<file path="src/design/kde_pkg.sv">
// Package of the knapsack engine: sizes, register map, control types and helpers.
// Depends on nothing; used by every other file of the block but the assertion macros header.
package kde_pkg;

  localparam int MAX_CAPACITY = 255;
  localparam int PROFIT_BITS  = 24;
  localparam int ROW_LEN      = MAX_CAPACITY + 1;
  localparam int IDX_W        = (ROW_LEN > 2) ? $clog2(ROW_LEN) : 1;

  localparam int WEIGHT_W = 16;
  localparam int ITEM_P_W = 16;
  localparam int BEST_W   = 24;
  localparam int CAP_W    = 8;

  localparam int APB_DATA_W = 32;
  localparam int APB_ADDR_W = 3;

  localparam logic                REG_CAPACITY = 1'b0;
  localparam logic [CAP_W-1:0]    CAP_RESET    = 8'hFF;

  localparam logic [32:0] PROFIT_TOP = (33'd1 << PROFIT_BITS) - 33'd1;
  localparam logic [31:0] BEST_TOP   = 32'h00FF_FFFF;

  typedef enum logic [2:0] {
    S_IDLE,
    S_ALIGN,
    S_UPDATE,
    S_SEEK,
    S_EMIT
  } state_e;

  typedef struct packed {
    logic load;
    logic shift;
    logic update;
    logic clear;
  } cell_ctl_t;

  function automatic logic [PROFIT_BITS-1:0] sat_add(
    input logic [PROFIT_BITS-1:0] a,
    input logic [ITEM_P_W-1:0]    p
  );
    logic [32:0] s;
    s = 33'(a) + 33'(p);
    if (s > PROFIT_TOP) begin
      return PROFIT_BITS'(PROFIT_TOP);
    end
    return PROFIT_BITS'(s);
  endfunction

  function automatic logic [BEST_W-1:0] sat_best(input logic [PROFIT_BITS-1:0] v);
    if (32'(v) > BEST_TOP) begin
      return BEST_W'(BEST_TOP);
    end
    return BEST_W'(v);
  endfunction

endpackage

</file>
<file path="src/design/kde_ctrl.sv">
// Sequencer of the knapsack engine: aligns the row by a fitting weight, updates it,
// shifts the reported entry to the top cell and holds the result beat. Uses kde_pkg.
module kde_ctrl import kde_pkg::*; (
  input  logic                   clk_i,
  input  logic                   rst_ni,
  input  logic                   in_valid_i,
  output logic                   in_ready_o,
  input  logic [WEIGHT_W-1:0]    item_weight_i,
  input  logic [ITEM_P_W-1:0]    item_profit_i,
  input  logic                   last_item_i,
  input  logic [CAP_W-1:0]       capacity_i,
  input  logic [PROFIT_BITS-1:0] top_shift_i,
  output cell_ctl_t              ctl_o,
  output logic [ITEM_P_W-1:0]    profit_o,
  output logic                   out_valid_o,
  input  logic                   out_ready_i,
  output logic [BEST_W-1:0]      best_profit_o,
  output logic                   is_final_o
);

  state_e              state_q, state_d;
  logic [IDX_W-1:0]    cnt_q, cnt_d;
  logic [ITEM_P_W-1:0] profit_q;
  logic                last_q;
  logic                out_valid_q;
  logic [BEST_W-1:0]   best_q;
  logic                final_q;

  logic                accept;
  logic                fits;
  logic                emit_fire;
  logic                cnt_zero;
  logic [31:0]         cap_lim;
  logic [IDX_W-1:0]    seek_cnt;

  always_comb begin
    accept    = in_valid_i && (state_q == S_IDLE);
    fits      = 32'(item_weight_i) <= 32'(MAX_CAPACITY);
    cnt_zero  = (cnt_q == '0);
    emit_fire = (state_q == S_EMIT) && (!out_valid_q || out_ready_i);
    cap_lim   = (32'(capacity_i) > 32'(MAX_CAPACITY)) ? 32'(MAX_CAPACITY)
                                                       : 32'(capacity_i);
    seek_cnt  = IDX_W'(32'(MAX_CAPACITY) - cap_lim);
  end

  always_comb begin
    state_d = state_q;
    case (state_q)
      S_IDLE: begin
        if (accept) begin
          state_d = fits ? S_ALIGN : S_SEEK;
        end
      end
      S_ALIGN: begin
        if (cnt_zero) begin
          state_d = S_UPDATE;
        end
      end
      S_UPDATE: state_d = S_SEEK;
      S_SEEK: begin
        if (cnt_zero) begin
          state_d = S_EMIT;
        end
      end
      S_EMIT: begin
        if (emit_fire) begin
          state_d = S_IDLE;
        end
      end
      default: state_d = S_IDLE;
    endcase
  end

  always_comb begin
    in_ready_o   = (state_q == S_IDLE);
    ctl_o.load   = accept;
    ctl_o.shift  = ((state_q == S_ALIGN) || (state_q == S_SEEK)) && !cnt_zero;
    ctl_o.update = (state_q == S_UPDATE);
    ctl_o.clear  = emit_fire && last_q;
    cnt_d        = cnt_q;
    if (accept) begin
      cnt_d = fits ? IDX_W'(item_weight_i) : seek_cnt;
    end else if (ctl_o.update) begin
      cnt_d = seek_cnt;
    end else if (ctl_o.shift) begin
      cnt_d = cnt_q - 1'b1;
    end
  end

  always_ff @(posedge clk_i or negedge rst_ni) begin
    if (!rst_ni) begin
      state_q     <= S_IDLE;
      cnt_q       <= '0;
      out_valid_q <= 1'b0;
    end else begin
      state_q <= state_d;
      cnt_q   <= cnt_d;
      if (emit_fire) begin
        out_valid_q <= 1'b1;
      end else if (out_ready_i) begin
        out_valid_q <= 1'b0;
      end
    end
  end

  always_ff @(posedge clk_i) begin
    if (accept) begin
      profit_q <= item_profit_i;
      last_q   <= last_item_i;
    end
    if (emit_fire) begin
      best_q  <= sat_best(top_shift_i);
      final_q <= last_q;
    end
  end

  assign profit_o      = profit_q;
  assign out_valid_o   = out_valid_q;
  assign best_profit_o = best_q;
  assign is_final_o    = final_q;

endmodule

</file>
<file path="config.mk">
export PLATFORM = sky130hd
export DESIGN_NAME = kde_ctrl
export DESIGN_NICKNAME = d
export VERILOG_FILES = /design/src/design/kde_pkg.sv /design/src/design/kde_ctrl.sv
export SDC_FILE = /design/constraint.sdc
export NUM_CORES = 1
export LEC_CHECK = 0
export BUFFER_PORTS_ARGS = -buffer_cell sky130_fd_sc_hd__buf_2
export CAP_MARGIN = 20
export CELL_PAD_IN_SITES_DETAIL_PLACEMENT = 0
export CELL_PAD_IN_SITES_GLOBAL_PLACEMENT = 1
export CORE_ASPECT_RATIO = 0.7
export CORE_MARGIN = 2
export CORE_UTILIZATION = 34
export CTS_CLUSTER_SIZE = 25
export DETAILED_ROUTE_END_ITERATION = 16
export GPL_TIMING_DRIVEN = 0
export PLACE_DENSITY = 0.77
export SLEW_MARGIN = 20
export SYNTH_ARGS = -nofsm -noshare
export SYNTH_HDL_FRONTEND = slang
export SYNTH_SLANG_ARGS = --single-unit
</file>
<file path="constraint.sdc">
create_clock -name clk_i -period 3.7 [get_ports clk_i]
set_clock_uncertainty 0.05 [all_clocks]
set_input_delay 0.925 -clock clk_i [delete_from_list [all_inputs] [get_ports clk_i]]
set_output_delay 0.925 -clock clk_i [all_outputs]
set_load 0.05 [all_outputs]
</file>
==> impl_metrics.toml, run 1 <==
[clocking]
numCtsBuffers = 5
htreeDepth = 2
clk_path_buf_depth = 2
clock_tree.root_cell = "clkbuf_8"
post_cts_buffers = 0
postCtsHoldBufs = 0
cts.sink_count = 54
cts_tree = "done"
cts.repair.resized = 0
path_clk_slew_ps = 100
insertion_delay_ps = 310

[worst_setup_path]
endpoint_kind = "output port"
r2r-start = "cnt_q[4]"
crit_fanout = 27
reg2reg_setup_slack_ps = 1510
required_ps = 2720
worstReg2RegEnd = "cnt_q[7]"
path_class = "in -> out"
critPathLaunchType = "primary input"
worstRegToRegCells = 5
arrival_ps = 2470

[routing]
drt_iter0_drc = 60
wl_per_cell_um = 14.3
vias = 1751
dr.pass1.iters = 4
drc = 0
ant_nets = 0
vias_per_cell = 4.85
wl_um = 5170

[yosys]
synth_nets = 231
async_flop_share_pct = 22.2
synthCells = 160
yosys.cell_types.count = 44
synth_area_mm2 = 0.00221
synth-seq-area-share_pct = 70.8
yosys_warnings = 0
syn-mean-instance-area_um2 = 13.8
ys_ff_latch = 54
synth_edf_count = 42
synth-main-ff-cell = "edfxtp_1"

[power]
total_power_w = 0.00146
ir_drop_mv = 0.164
p_per_area_mw_per_mm2 = 488
total_leakage_power_nw = 1.27

[outcome]
outcome = "finished, final reports clean"

[timing]
finalWorstPathRequiredPeriod_ps = 3440
setup_violations = 0
finalMaxSlewViolations = 0
tightest_slew_ps = 940
hold_viol = 0
fin_crit_sh_pct = 93.0
grt_setup_unrepaired = "no"
fmax_mhz = 291
slew_headroom_pct = 36.8
fin_tns_setup_ps = 0

[hold_path]
min_from = "last_q"
holdPathStages = 0
min_path_type = "reg -> reg"
holdPathEnd = "is_final_o"

[grt]
antenna_found_initial = 0
grt_max_degree = 28
grt_pass1_wl_um = 7530
grt_usage_pct = 13.7
grt_overflow_total = 0
grt_pass1_vias = 1563

[layout]
fin_area_mm2 = 0.00300
layout.cells.non_filler = 361
final_nets = 353
antennaDiodeCount = 0
area_growth_pct = 36.1
final_common_cell = "buf_2"
drive_gt1_share_pct = 47.3
final_cell_mix = "buf_2 (116), edfxtp_1 (42), dfrtp_1 (12), nand2_1 (10), o21ai_0 (9)"

[placement]
place_area_mm2 = 0.00289
dp_hpwl_um = 3950
dp_cells = 353
portBuffers = 115
gp_congestion = 0.777

[floorplan]
ioPinCount = 116
initial_core_util_pct = 35.3
fp.dieArea_mm2 = 0.00716
die_x_um = 100
coreArea_mm2 = 0.00625
fp-row-count = 24
die_height_um = 71.4

[job]
maxCapViolCount = 0
[layout make-up]
cell class              count  area (um^2)
multi-input cells          91          576
clock inverters             3         47.5
inverters                   6         22.5
clock buffers               5         68.8
flip-flops and latches     54         1560
plain buffers               9         53.8
repair buffers            115          576
fillers                   575         3240
well taps                  78         97.6
[state kept, by name (all words and copies together), names as in the netlist]
name / count
best_profit_o: 24
last_q: 1
state_q: 3
is_final_o: 1
cnt_q: 8
out_valid_o: 1
profit_o: 16
[worst max-delay path by stage]
stage                     start       end  slack [ps]  cells after the start
floorplan           out_ready_i  ctl_o[0]          80                      3
global placement    out_ready_i  ctl_o[0]        -370                      5
detailed placement   in_valid_i  ctl_o[3]         260                      7
CTS                  in_valid_i  ctl_o[3]         260                      7
global route         in_valid_i  ctl_o[3]         180                      7
finish               in_valid_i  ctl_o[3]         260                      7
[synth_stat cells, types with 3 or more instances]
| cell | instances | area share (%) |
|---|---|---|
| a21oi_1 | 8 | 1.8 |
| o21ai_0 | 9 | 2.0 |
| nor2_1 | 9 | 1.5 |
| inv_1 | 4 | 0.68 |
| nand3_1 | 3 | 0.68 |
| o211ai_1 | 8 | 2.7 |
| nand4_1 | 3 | 0.85 |
| or4_1 | 4 | 1.4 |
| clkbuf_1 | 4 | 0.68 |
| edfxtp_1 | 42 | 57 |
| nand2_1 | 10 | 1.7 |
| dfrtp_1 | 12 | 14 |
| buf_4 | 3 | 1.0 |
[through the flow]
| stage | setup WS, ps | hold WS (ps) | utilization (%) |
|---|---|---|---|
| after floorplan | 75.9 | 367 | - |
| after global placement | -368 | 369 | 46.1 |
| after detailed placement | 257 | 391 | 46.2 |
| after CTS | 256 | 407 | 48.1 |
| after global routing | 177 | 425 | 48.1 |
| final | 258 | 408 | 48.1 |
[critical path: stages]
cell	delay (ps)
buf_2	110
or4b_1	420
buf_2	180
inv_1	90
buf_4	310
buf_4	160
buf_2	250
[power by group]
group | total, W | internal (W) | switching, W
clock network | 0.000402 | 0.000205 | 0.000197
logic | 0.000292 | 0.000150 | 0.000142
registers | 0.000770 | 0.000710 | 0.0000600
total | 0.00146 | 0.00106 | 0.000399
[kinds of logic after synthesis]
family / synth area share, %
compound gates: 12.9
fa+ha+maj: 1.13
xor+xnor: 0.794
flops: 70.8
simple gates: 10.9
buf+inv: 3.46
[layer usage]
layer  part of all wire [%]  GRT usage [%]
met2                     45           22.0
met3                    9.8           4.39
met5                      0              0
met1                     45           17.8
met4                   0.62           4.57
Note: power is estimated with default switching activity, not from simulation.
==> run 2, diff against run 1 <==
Settings changed: CTS_CLUSTER_DIAMETER set to 60, RECOVER_POWER set to 100, REMOVE_ABC_BUFFERS set to 1.
==> run 2 against run 1 <==
Effect of this change:
- worst hold slack improved by 9.1 ps
- largest cell class unchanged
- sequential power rose by 1%
- sequential cell count did not move
- largest power group unchanged
- die area did not move
- utilization fell by 2.3 points
- sequential share of layout area rose by 2.6 points
==> impl_metrics.toml, run 2 (synthesis gave the netlist of run 1 again) <==
[job]
maxCapViolCount = 0

[routing]
wl_um = 5400
ant_nets = 0
drc = 0
vias_per_cell = 5.00
vias = 1754
dr.pass1.iters = 4
drt_iter0_drc = 68
wl_per_cell_um = 15.4

[worst_setup_path]
r2r-start = "cnt_q[4]"
reg2reg_setup_slack_ps = 1270
worstReg2RegEnd = "cnt_q[4]"
crit_fanout = 29
path_class = "in -> out"
required_ps = 2720
arrival_ps = 2550
worstRegToRegCells = 5
endpoint_kind = "output port"
critPathLaunchType = "primary input"

[clocking]
cts_tree = "done"
insertion_delay_ps = 300
path_clk_slew_ps = 90
clk_path_buf_depth = 2
numCtsBuffers = 5
cts.sink_count = 54
htreeDepth = 2
clock_tree.root_cell = "clkbuf_8"
postCtsHoldBufs = 0

[power]
total_power_w = 0.00137
switching_share_pct = 28.1
switching_power_w = 0.000384
intPower_w = 0.000982
combPwrFrac_pct = 20.2
p_seq_share_pct = 57.1
p_clk_share_pct = 22.7
total_leakage_power_nw = 1.08
ir_drop_mv = 0.205
p_per_area_mw_per_mm2 = 478

[timing]
grt_setup_unrepaired = "no"
setup_violations = 0
hold_viol = 0
finalWorstPathRequiredPeriod_ps = 3530
slew_headroom_pct = 35.2
fmax_mhz = 284
finalMaxSlewViolations = 0
fin_crit_sh_pct = 95.3
tightest_slew_ps = 964
holdWs_ps = 417

[floorplan]
coreArea_mm2 = 0.00625
ioPinCount = 116
initial_core_util_pct = 35.3
fp.dieArea_mm2 = 0.00716
die_x_um = 100
fp-row-count = 24
die_height_um = 71.4

[grt]
antenna_found_initial = 0
grt_pass1_wl_um = 8040
grt_pass1_vias = 1639
grt_overflow_total = 0
grt_max_degree = 30
grt_usage_pct = 14.4

[hold_path]
min_path_type = "reg -> reg"
holdPathEnd = "is_final_o"
holdPathStages = 0
min_from = "last_q"

[layout]
area_growth_pct = 29.6
num-fill-cells = 622
ff_latch_area_mm2 = 0.00156
multi_input_area_um2 = 574
antennaDiodeCount = 0
drive_gt1_share_pct = 28.9
largest_register_ffs = 24
final_nets = 344
final_cell_mix = "buf_2 (66), clkbuf_1 (48), edfxtp_1 (42), dfrtp_1 (12), nand2_1 (10)"
fin_area_mm2 = 0.00286
final_common_cell = "buf_2"
final_util_pct = 45.8

[outcome]
outcome = "finished, final reports clean"

[placement]
place_area_mm2 = 0.00283
portBuffers = 115
gp_congestion = 0.768
dp_hpwl_um = 3950
==> run 2: changes by cell type in the layout (fill, tap and decap cells not counted) <==
cell,before,now
clkinv_4,1,0
buf_4,3,0
inv_2,1,0
clkinv_2,0,1
clkinvlp_4,0,1
buf_6,1,0
a311o_1,0,1
clkbuf_2,0,1
a311o_2,1,0
or2_0,0,1
clkbuf_1,4,48
or2_1,1,0
buf_2,116,66
bufinv_16,1,0
==> run 2: stage by stage <==
step                setup WS, ps  TNS (ps)  std cells
floorplan                   76.0         0        151
global placement            -363      -490        344
detailed placement          -104      -104        344
CTS                          234         0        351
global route                76.1         0        351
finish                       173         0        351
==> run 2: area by class of cell <==
| class | count | share of cell area, % |
|---|---|---|
| sequential | 54 | 54.6 |
| inverter | 6 | 0.919 |
| clock buffer | 5 | 2.41 |
| multi-input combinational | 91 | 20.1 |
| clock inverter | 2 | 0.482 |
| timing repair buffer | 115 | 18.0 |
| tap | 78 | 3.42 |
==> run 2: routing by layer <==
metal	wire length, um	up-vias	GRT usage (%)	share of wire [%]
met4	21	0	2.28	0.39
met2	2440	92	23.0	45
met1	2430	817	19.5	45
li1	-	843	-	-
met3	503	2	4.98	9.3
met5	0	-	0	0
==> run 2: critical path, stage by stage <==
cell and delay, ps:
clkbuf_1 140, or4b_1 630, clkinvlp_4 480, clkbuf_2 370
==> run 2: power by group through the flow <==
stage | Combinational [W] | Clock [W] | Sequential, W
CTS | 0.000279 | 0.000323 | 0.000779
detailed placement | 0.000273 | 0 | 0.000792
finish | 0.000276 | 0.000311 | 0.000780
global route | 0.000307 | 0.000344 | 0.000790
floorplan | 0.000193 | 0 | 0.000782
global placement | 0.000270 | 0 | 0.000793
==> run 2: timing repair <==
action / 4_1_cts / 5_1_grt
resized for setup: 1 / 0
setup endpoints to repair: 1 / 0
buffers inserted: 0 / 0
==> run 2: worst max-delay path by stage <==
stage / to / cells after the start / slack, ps / startpoint
floorplan: ctl_o[0] / 3 / 80 / out_ready_i
global placement: ctl_o[0] / 5 / -360 / out_ready_i
detailed placement: ctl_o[3] / 4 / -100 / in_valid_i
CTS: ctl_o[3] / 4 / 230 / in_valid_i
global route: ctl_o[3] / 4 / 80 / in_valid_i
finish: ctl_o[3] / 4 / 170 / in_valid_i
