`src/design/kde_pkg.sv`:
```
// Package of the knapsack engine: sizes, register map, control types and helpers.
// Depends on nothing; used by every other file of the block but the assertion macros header.
package kde_pkg;

  localparam int MAX_CAPACITY = 255;
  localparam int PROFIT_BITS  = 24;
  localparam int ROW_LEN      = MAX_CAPACITY + 1;
  localparam int IDX_W        = (ROW_LEN > 2) ? $clog2(ROW_LEN) : 1;

  localparam int WEIGHT_W = 16;
  localparam int ITEM_P_W = 16;
  localparam int BEST_W   = 24;
  localparam int CAP_W    = 8;

  localparam int APB_DATA_W = 32;
  localparam int APB_ADDR_W = 3;

  localparam logic                REG_CAPACITY = 1'b0;
  localparam logic [CAP_W-1:0]    CAP_RESET    = 8'hFF;

  localparam logic [32:0] PROFIT_TOP = (33'd1 << PROFIT_BITS) - 33'd1;
  localparam logic [31:0] BEST_TOP   = 32'h00FF_FFFF;

  typedef enum logic [2:0] {
    S_IDLE,
    S_ALIGN,
    S_UPDATE,
    S_SEEK,
    S_EMIT
  } state_e;

  typedef struct packed {
    logic load;
    logic shift;
    logic update;
    logic clear;
  } cell_ctl_t;

  function automatic logic [PROFIT_BITS-1:0] sat_add(
    input logic [PROFIT_BITS-1:0] a,
    input logic [ITEM_P_W-1:0]    p
  );
    logic [32:0] s;
    s = 33'(a) + 33'(p);
    if (s > PROFIT_TOP) begin
      return PROFIT_BITS'(PROFIT_TOP);
    end
    return PROFIT_BITS'(s);
  endfunction

  function automatic logic [BEST_W-1:0] sat_best(input logic [PROFIT_BITS-1:0] v);
    if (32'(v) > BEST_TOP) begin
      return BEST_W'(BEST_TOP);
    end
    return BEST_W'(v);
  endfunction

endpackage

```
`src/design/kde_cell.sv`:
```
// One cell of the profit row: holds one entry and one stage of the shift chain.
// Depends on kde_pkg for the control struct and the saturating add.
module kde_cell import kde_pkg::*; (
  input  logic                   clk_i,
  input  logic                   rst_ni,
  input  cell_ctl_t              ctl_i,
  input  logic [ITEM_P_W-1:0]    profit_i,
  input  logic [PROFIT_BITS-1:0] prev_shift_i,
  input  logic                   prev_valid_i,
  output logic [PROFIT_BITS-1:0] shift_o,
  output logic                   valid_o
);

  logic [PROFIT_BITS-1:0] row_q;
  logic [PROFIT_BITS-1:0] shift_q;
  logic                   valid_q;
  logic [PROFIT_BITS-1:0] take;
  logic [PROFIT_BITS-1:0] row_d;

  always_comb begin
    take  = sat_add(shift_q, profit_i);
    row_d = (valid_q && (take > row_q)) ? take : row_q;
  end

  always_ff @(posedge clk_i or negedge rst_ni) begin
    if (!rst_ni) begin
      row_q <= '0;
    end else if (ctl_i.clear) begin
      row_q <= '0;
    end else if (ctl_i.update) begin
      row_q <= row_d;
    end
  end

  always_ff @(posedge clk_i or negedge rst_ni) begin
    if (!rst_ni) begin
      valid_q <= 1'b0;
    end else if (ctl_i.load) begin
      valid_q <= 1'b1;
    end else if (ctl_i.shift) begin
      valid_q <= prev_valid_i;
    end
  end

  always_ff @(posedge clk_i) begin
    if (ctl_i.load) begin
      shift_q <= row_q;
    end else if (ctl_i.update) begin
      shift_q <= row_d;
    end else if (ctl_i.shift) begin
      shift_q <= prev_shift_i;
    end
  end

  assign shift_o = shift_q;
  assign valid_o = valid_q;

endmodule

```
`config.mk`:
```
export PLATFORM = sky130hd
export DESIGN_NAME = kde_cell
export DESIGN_NICKNAME = d
export VERILOG_FILES = /design/src/design/kde_pkg.sv /design/src/design/kde_cell.sv
export SDC_FILE = /design/constraint.sdc
export NUM_CORES = 1
export LEC_CHECK = 0
export BUFFER_PORTS_ARGS = -buffer_cell sky130_fd_sc_hd__buf_2
export CAP_MARGIN = 40
export CORE_ASPECT_RATIO = 1.5
export CORE_MARGIN = 2
export CORE_UTILIZATION = 51
export DETAILED_ROUTE_END_ITERATION = 10
export PLACE_DENSITY_LB_ADDON = 0.08
export SETUP_SLACK_MARGIN = 0.02
export SLEW_MARGIN = 30
export SYNTH_ARGS = -nofsm -noshare
export SYNTH_HDL_FRONTEND = slang
export SYNTH_SLANG_ARGS = --single-unit
```
`constraint.sdc`:
```
create_clock -name clk_i -period 3.9 [get_ports clk_i]
set_input_delay 0.78 -clock clk_i [delete_from_list [all_inputs] [get_ports clk_i]]
set_output_delay 0.78 -clock clk_i [all_outputs]
set_load 0.005 [all_outputs]
```
==> out/results.txt, run 1 <==
DPL Wire Length -> 9340 um
Mean Syn Cell Area -> 8.81 um^2
Tcrit/Tclk final -> 1.22
Internal power -> 3.45 mW
Final setup fails -> 48
RSZ-0062 raised after global routing -> yes
Critical path arrival -> 4880 ps
DRT antenna net count -> 0
CTS tree -> built
Slew at the pin closest to its max-slew limit -> 773 ps
Area leader, netlist -> edfxtp_1
Failing checks -> setup timing
CTS buffer count -> 5
Netlist Area Pre-Place -> 3910 um^2
Number of enable flip-flop cells after synthesis -> 24
Initial core utilization -> 0.520
Layout area overhead -> 70.1%
CP Class -> in2reg
Max Fclk -> 211 MHz
CP top delay family -> simple AND/OR/NAND/NOR gates
YS warnings -> 0
Pwr dens -> 957 nW/um^2
Top-area cell type share of the netlist area -> 0.184
# DRC -> 0
Reg2reg start -> shift_o[9]$_DFFE_PP_
Wire per inst -> 23.0 um
Total GRT Usage -> 0.361
CTS clk-pin slew, worst paths -> 70 ps
Crit path max fanout -> 7
Core ar. -> 7510 um^2
Status -> complete, but fails checks
CP startpoint kind -> input pin
Drt pass-1 iters -> 7
Total length of routed wires -> 17,400 um
Vias in the first global route -> 4,774
CP Data Required Time -> 4030 ps
Die Span Y -> 111 um
Synth area leaders -> edfxtp_1 18%, dfrtp_1 16%, ha_1 13%, nand2_1 5.9%, nor2_1 3.8%
CP max stage cell -> or3_4
Power, Total -> 6.37 mW
Worst Setup Slack, final -> -845 ps
Post-synth top flop -> dfrtp_1
Final hold vios -> 0
Distinct cell type count of the synthesized netlist -> 54
Port bufs -> 71
Ys async rst share -> 0.510
Total Nets Final -> 742
Overflow after GRT -> 0
Die width -> 75.5 um
H-tree lvl count -> 2
Hold Path Class -> in2async
Combinational Power Share -> 0.773
Share of cells above drive strength 1 -> 0.547
CP startpoint -> profit_i[11]
Slew Limit Fails -> 0
Pleak -> 3.05 nW
Initial antenna violation count -> 0
Crit path time final -> 4750 ps
Row cnt -> 39
Die footprint -> 8400 um^2
Root buffer cell -> clkbuf_16
Psw -> 2.92 mW
Later-pin clock latency in the skew report -> 300 ps
Clock Power Share -> 0.070
CTS max path bufs -> 2
Antenna diode count -> 0
Sw frac -> 0.458
Placer Congestion -> 0.874
Sequential area share after synthesis -> 0.344
Mapped Cells -> 444
Largest net degree at the start of global routing -> 26
Critical-path cell list -> buf_2 -> ha_2 -> buf_4 -> nand4_1 -> nor3_1 -> nor2_1 -> o221a_4 -> nand2b_4 -> xnor2_4 -> nor2_4 -> inv_2 -> ha_4 -> nand4_1 -> or3_4 -> nor4_4 -> a21oi_2 -> buf_4 -> nor3_4 -> buf_6 -> buf_12 -> mux2i_1 -> nor2_1
WP buf/inv -> 6
DR vias/cell -> 6.49
Crit path capture type -> flop
Vias -> 4,910
Crit path largest cell delay -> 440 ps
Max Cap Viol -> 0
Commonest cells post-synth -> 61 x nand2_1, 40 x ha_1, 40 x nor2_1
Starting DRT DRC Count -> 499
Hold-fix buffer count after cts -> 0
Seq cells post-synth -> 49
Worst Skew -> 8.68 ps
Syn Nets -> 532
IO Pins -> 72
Setup tns final -> -36,360 ps
Sequential Power Share -> 0.156
Slew Limit Headroom -> 0.485
Count leader, synth -> nand2_1
First-pass GRT wire length -> 22,900 um
Maximum VDD drop -> 0.615 mV
CTS Sinks -> 49
==> per-stage QoR <==
| step | worst slack [ps] | cell area [um^2] | instances | util | hold slack [ps] |
|---|---|---|---|---|---|
| after global placement | -1030 | 5240 | 693 | 0.697 | 516 |
| after global routing | -931 | 6650 | 757 | 0.885 | 561 |
| final | -845 | 6650 | 757 | 0.885 | 523 |
| after detailed placement | -1150 | 5240 | 693 | 0.697 | 527 |
| after CTS | -386 | 6290 | 744 | 0.837 | 527 |
| after floorplan | -416 | 4160 | 444 | - | 484 |
==> layout make-up <==
| cell class | instances | area [um^2] |
|---|---|---|
| Multi-Input combinational cell | 340 | 3230 |
| Timing Repair Buffer | 222 | 1670 |
| Sequential cell | 49 | 1350 |
| Fill cell | 362 | 862 |
| Clock buffer | 8 | 146 |
| Inverter | 36 | 135 |
| Tap cell | 102 | 128 |
==> sequential cells by signal, indices dropped and copies added (netlist names) <==
register,flops
row_q,24
shift_o,24
valid_o,1
==> cells by family (layout without fill, tap and decap cells) <==
logic type,after synthesis,in the layout,share of synthesized area
muxes,6,6,0.0154
and+or+nand+nor,147,147,0.171
DFF,49,49,0.344
buffers and inverters,55,266,0.0598
adders and majority gates,41,41,0.133
AOI/OAI and AO/OA,129,129,0.238
xor gates and xnor gates,17,17,0.0381
==> power groups by stage <==
stage	Clock (mW)	Sequential, mW	Combinational (mW)
2_1_floorplan	0	0.909	1.92
3_3_place_gp	0	0.924	3.16
3_5_place_dp	0	0.932	3.22
4_1_cts	0.451	0.940	4.17
5_1_grt	0.469	1.01	5.16
6_report	0.447	0.996	4.92
==> layout by cell type (no fill, tap or decap), drive strengths merged, types with 10 or more instances in the layout <==
| cell type | instances |
|---|---|
| buf | 220 |
| nand2 | 61 |
| nor2 | 41 |
| ha | 40 |
| inv | 36 |
| a21oi | 27 |
| dfrtp | 25 |
| edfxtp | 24 |
| a31oi | 16 |
| a311oi | 15 |
| o21ai | 14 |
| a21o | 13 |
| nand3 | 11 |
| xnor2 | 10 |
==> final timing paths <==
path	depth (start not counted)	endpoint	slack, ps
worst max-delay path	22	row_q[16]$_DFFE_PN0P_	-850
worst max register to register	20	row_q[16]$_DFFE_PN0P_	-770
worst min-delay path	1	row_q[3]$_DFFE_PN0P_	520
max in group asynchronous	1	row_q[15]$_DFFE_PN0P_	2910
worst min register to register	2	row_q[20]$_DFFE_PN0P_	540
min in group clk_i	2	row_q[20]$_DFFE_PN0P_	540
==> worst register-to-register path, cell delays in order, from the launching register on <==
cell and delay (ps):
edfxtp_1 520, ha_4 360, nand4_1 170, nor2_2 180, a31oi_4 120, o221a_4 270, nand2b_4 170, xnor2_4 160
nor2_4 170, inv_2 60, ha_4 270, nand4_1 130, or3_4 440, nor4_4 380, a21oi_2 130, buf_4 170
nor3_4 210, buf_6 180, buf_12 160, mux2i_1 190, nor2_1 70
==> per-layer routing <==
metal	share of wire	vias to the layer above	track usage
li1	-	2051	-
met1	0.34	2360	0.407
met2	0.51	374	0.624
met3	0.084	125	0.0545
met4	0.070	0	0.192
met5	0	-	0
==> what timing repair did <==
item | in CTS | in global routing
gates resized for setup | 95 | 57
pin swaps | 26 | 44
setup buffers | 37 | 15
endpoints found under the setup margin | 48 | 48
gates cloned | 6 | 1
Power figures use the tool's default switching activity.
==> run 2: changes to the inputs <==
--- a/config.mk
+++ b/config.mk
@@ -5,11 +5,12 @@
 export SDC_FILE = /design/constraint.sdc
 export NUM_CORES = 1
 export LEC_CHECK = 0
+export ABC_AREA = 1
 export BUFFER_PORTS_ARGS = -buffer_cell sky130_fd_sc_hd__buf_2
 export CAP_MARGIN = 40
 export CORE_ASPECT_RATIO = 1.5
 export CORE_MARGIN = 2
-export CORE_UTILIZATION = 51
+export CORE_UTILIZATION = 53
 export DETAILED_ROUTE_END_ITERATION = 10
 export PLACE_DENSITY_LB_ADDON = 0.08
 export SETUP_SLACK_MARGIN = 0.02
==> out/results.txt, run 2 <==
Max Cap Viol -> 0 (unchanged)
CP startpoint -> profit_i[14] (was profit_i[11])
Hold-fix buffer count after cts -> 0 (unchanged)
First-pass GRT wire length -> 22,400 um (was 22,900 um)
CTS buffer count -> 5 (unchanged)
Critical path arrival -> 3680 ps (was 4880 ps)
Top-area cell type share of the netlist area -> 0.198 (was 0.184)
Distinct cell type count of the synthesized netlist -> 29 (was 54)
Count leader, synth -> nand2_1 (unchanged)
Drt pass-1 iters -> 8 (was 7)
Resize count post-CTS -> 0 (was 95)
Fin area -> 5870 um^2 (was 6650 um^2)
Hold Path Class -> in2async (unchanged)
YS warnings -> 0 (unchanged)
Pleak -> 3.18 nW (was 3.05 nW)
Initial antenna violation count -> 0 (unchanged)
Netlist Area Pre-Place -> 4770 um^2 (was 3910 um^2)
Max Fclk -> 275 MHz (was 211 MHz)
Die footprint -> 9780 um^2 (was 8400 um^2)
Core ar. -> 8780 um^2 (was 7510 um^2)
CP startpoint kind -> input pin (unchanged)
Final setup fails -> 0 (was 48)
DR vias/cell -> 5.26 (was 6.49)
Total Nets Final -> 947 (was 742)
RSZ-0062 raised after global routing -> no (was yes)
Die Span Y -> 120 um (was 111 um)
# DRC -> 0 (unchanged)
Post-Place Cell Area -> 5500 um^2 (was 5240 um^2)
Seq cells post-synth -> 49 (unchanged)
Placer Congestion -> 0.955 (was 0.874)
Initial core utilization -> 0.543 (was 0.520)
Total length of routed wires -> 14,300 um (was 17,400 um)
Mean Syn Cell Area -> 6.33 um^2 (was 8.81 um^2)
Overflow after GRT -> 0 (unchanged)
Row cnt -> 42 (was 39)
Vias -> 5,106 (was 4,910)
Setup tns final -> 0 ps (was -36,360 ps)
Synth area leaders -> nand2_1 20%, edfxtp_1 15%, dfrtp_1 13%, a21oi_1 11%, ha_1 11% (was edfxtp_1 18%, dfrtp_1 16%, ha_1 13%, nand2_1 5.9%, nor2_1 3.8%)
Sequential area share after synthesis -> 0.282 (was 0.344)
R2r setup slk -> 340 ps (was -770 ps)
Syn Nets -> 841 (was 532)
Commonest non-fill, non-tap cell in the layout -> nand2_1 (was buf_4)
CP Class -> in2reg (unchanged)
Mapped Cells -> 753 (was 444)
CTS Sinks -> 49 (unchanged)
Slew at the pin closest to its max-slew limit -> 757 ps (was 773 ps)
Slew Limit Fails -> 0 (unchanged)
Commonest cells post-synth -> 252 x nand2_1, 126 x inv_1, 103 x a21oi_1 (was 61 x nand2_1, 40 x ha_1, 40 x nor2_1)
Crit path time final -> 3640 ps (was 4750 ps)
Later-pin clock latency in the skew report -> 300 ps (about the same)
Worst Skew -> 5.79 ps (was 8.68 ps)
Power, Total -> 2.92 mW (was 6.37 mW)
Largest net degree at the start of global routing -> 58 (was 26)
Die width -> 81.4 um (was 75.5 um)
Area leader, netlist -> nand2_1 (was edfxtp_1)
Reg2reg start -> shift_o[14]$_DFFE_PP_ (was shift_o[9]$_DFFE_PP_)
CTS tree -> built (unchanged)
Total GRT Usage -> 0.300 (was 0.361)
Ys async rst share -> 0.510 (unchanged)
H-tree lvl count -> 2 (unchanged)
Tcrit/Tclk final -> 0.933 (was 1.22)
DRT antenna net count -> 0 (unchanged)
Post-synth top flop -> dfrtp_1 (unchanged)
CTS max path bufs -> 2 (unchanged)
Starting DRT DRC Count -> 176 (was 499)
Layout area overhead -> 23.2% (was 70.1%)
Setup Buffers After CTS -> 0 (was 37)
Vias in the first global route -> 4,919 (was 4,774)
Hold slack -> 513 ps (was 523 ps)
Status -> finished clean (was complete, but fails checks)
Slew Limit Headroom -> 0.494 (was 0.485)
Final hold vios -> 0 (unchanged)
Wire per inst -> 14.7 um (was 23.0 um)
CTS clk-pin slew, worst paths -> 70 ps (about the same)
CP Data Required Time -> 3950 ps (was 4030 ps)
Layout Utilization -> 0.669 (was 0.885)
Crit path capture type -> flop (unchanged)
IO Pins -> 72 (unchanged)
Commonest cells after routing, fill and taps aside -> 241 x nand2_1, 125 x inv_1, 97 x a21oi_1 (was 128 x buf_4, 67 x buf_2, 50 x nand2_1)
Share of cells above drive strength 1 -> 0.219 (was 0.547)
Crit path max fanout -> 7 (unchanged)
Port bufs -> 71 (unchanged)
Root buffer cell -> clkbuf_16 (unchanged)
Antenna diode count -> 0 (unchanged)
Maximum VDD drop -> 0.344 mV (was 0.615 mV)
Number of enable flip-flop cells after synthesis -> 24 (unchanged)
Pwr dens -> 497 nW/um^2 (was 957 nW/um^2)
DPL Wire Length -> 11,100 um (was 9340 um)
==> run 2: cell families (layout without fill, tap and decap cells) <==
family / Yosys count / count (layout) / synth area share
AOI/OAI and AO/OA: 107 / 107 / 0.113
and+or+nand+nor: 399 / 400 / 0.355
DFF: 49 / 49 / 0.282
xor gates and xnor gates: 7 / 7 / 0.0129
adders and majority gates: 41 / 41 / 0.109
buffers and inverters: 150 / 256 / 0.127
==> run 2: power breakdown <==
part           internal, mW  switching [mW]
Sequential            0.656          0.0958
Combinational         0.688           0.977
Clock                 0.304           0.201
Total                  1.65            1.27
==> run 2: through the flow <==
stage / worst slack, ps / std cells
final: 262 / 970
after global routing: 3.23 / 970
after CTS: 79.0 / 968
after detailed placement: -210 / 960
after global placement: -175 / 960
after floorplan: 261 / 753
==> run 2: per-layer routing <==
metal	up-vias	global-route usage	share of wire
met2	139	0.545	0.53
met4	0	0.104	0.027
met3	27	0.0383	0.042
met1	2365	0.352	0.40
met5	-	0	0
li1	2575	-	-
==> run 2: area by class of cell <==
type	instances	area, um^2
clock buffers	5	125
multi-input cells	555	3000
repair buffers	119	736
inverters	129	484
well taps	110	138
flip-flops and latches	49	1350
fillers	806	2900
clock inverters	3	46.3
==> run 2: worst max-delay path: stages <==
cell,delay (ps)
buf_2,100
ha_1,380
nand2_1,140
nor2_2,230
and2_2,250
nand2_4,90
nand2_4,80
nand3_1,90
nand2_2,100
nand2_1,60
ha_1,270
nand2_1,60
nor2_2,150
nand2_2,90
nor2_4,90
nand2_1,70
nand3_2,90
nand2_4,80
inv_2,80
buf_4,160
nand3_1,90
nand2_1,100
a21oi_1,60
==> run 2: path summary, 6_finish.rpt <==
check / to / depth (start not counted)
worst max register to register: shift_o[23]$_DFFE_PP_ / 22
min in group clk_i: valid_o$_DFFE_PN0P_ / 2
worst min register to register: valid_o$_DFFE_PN0P_ / 2
worst max-delay path: shift_o[23]$_DFFE_PP_ / 23
max in group asynchronous: row_q[9]$_DFFE_PN0P_ / 1
worst min-delay path: row_q[3]$_DFFE_PN0P_ / 1
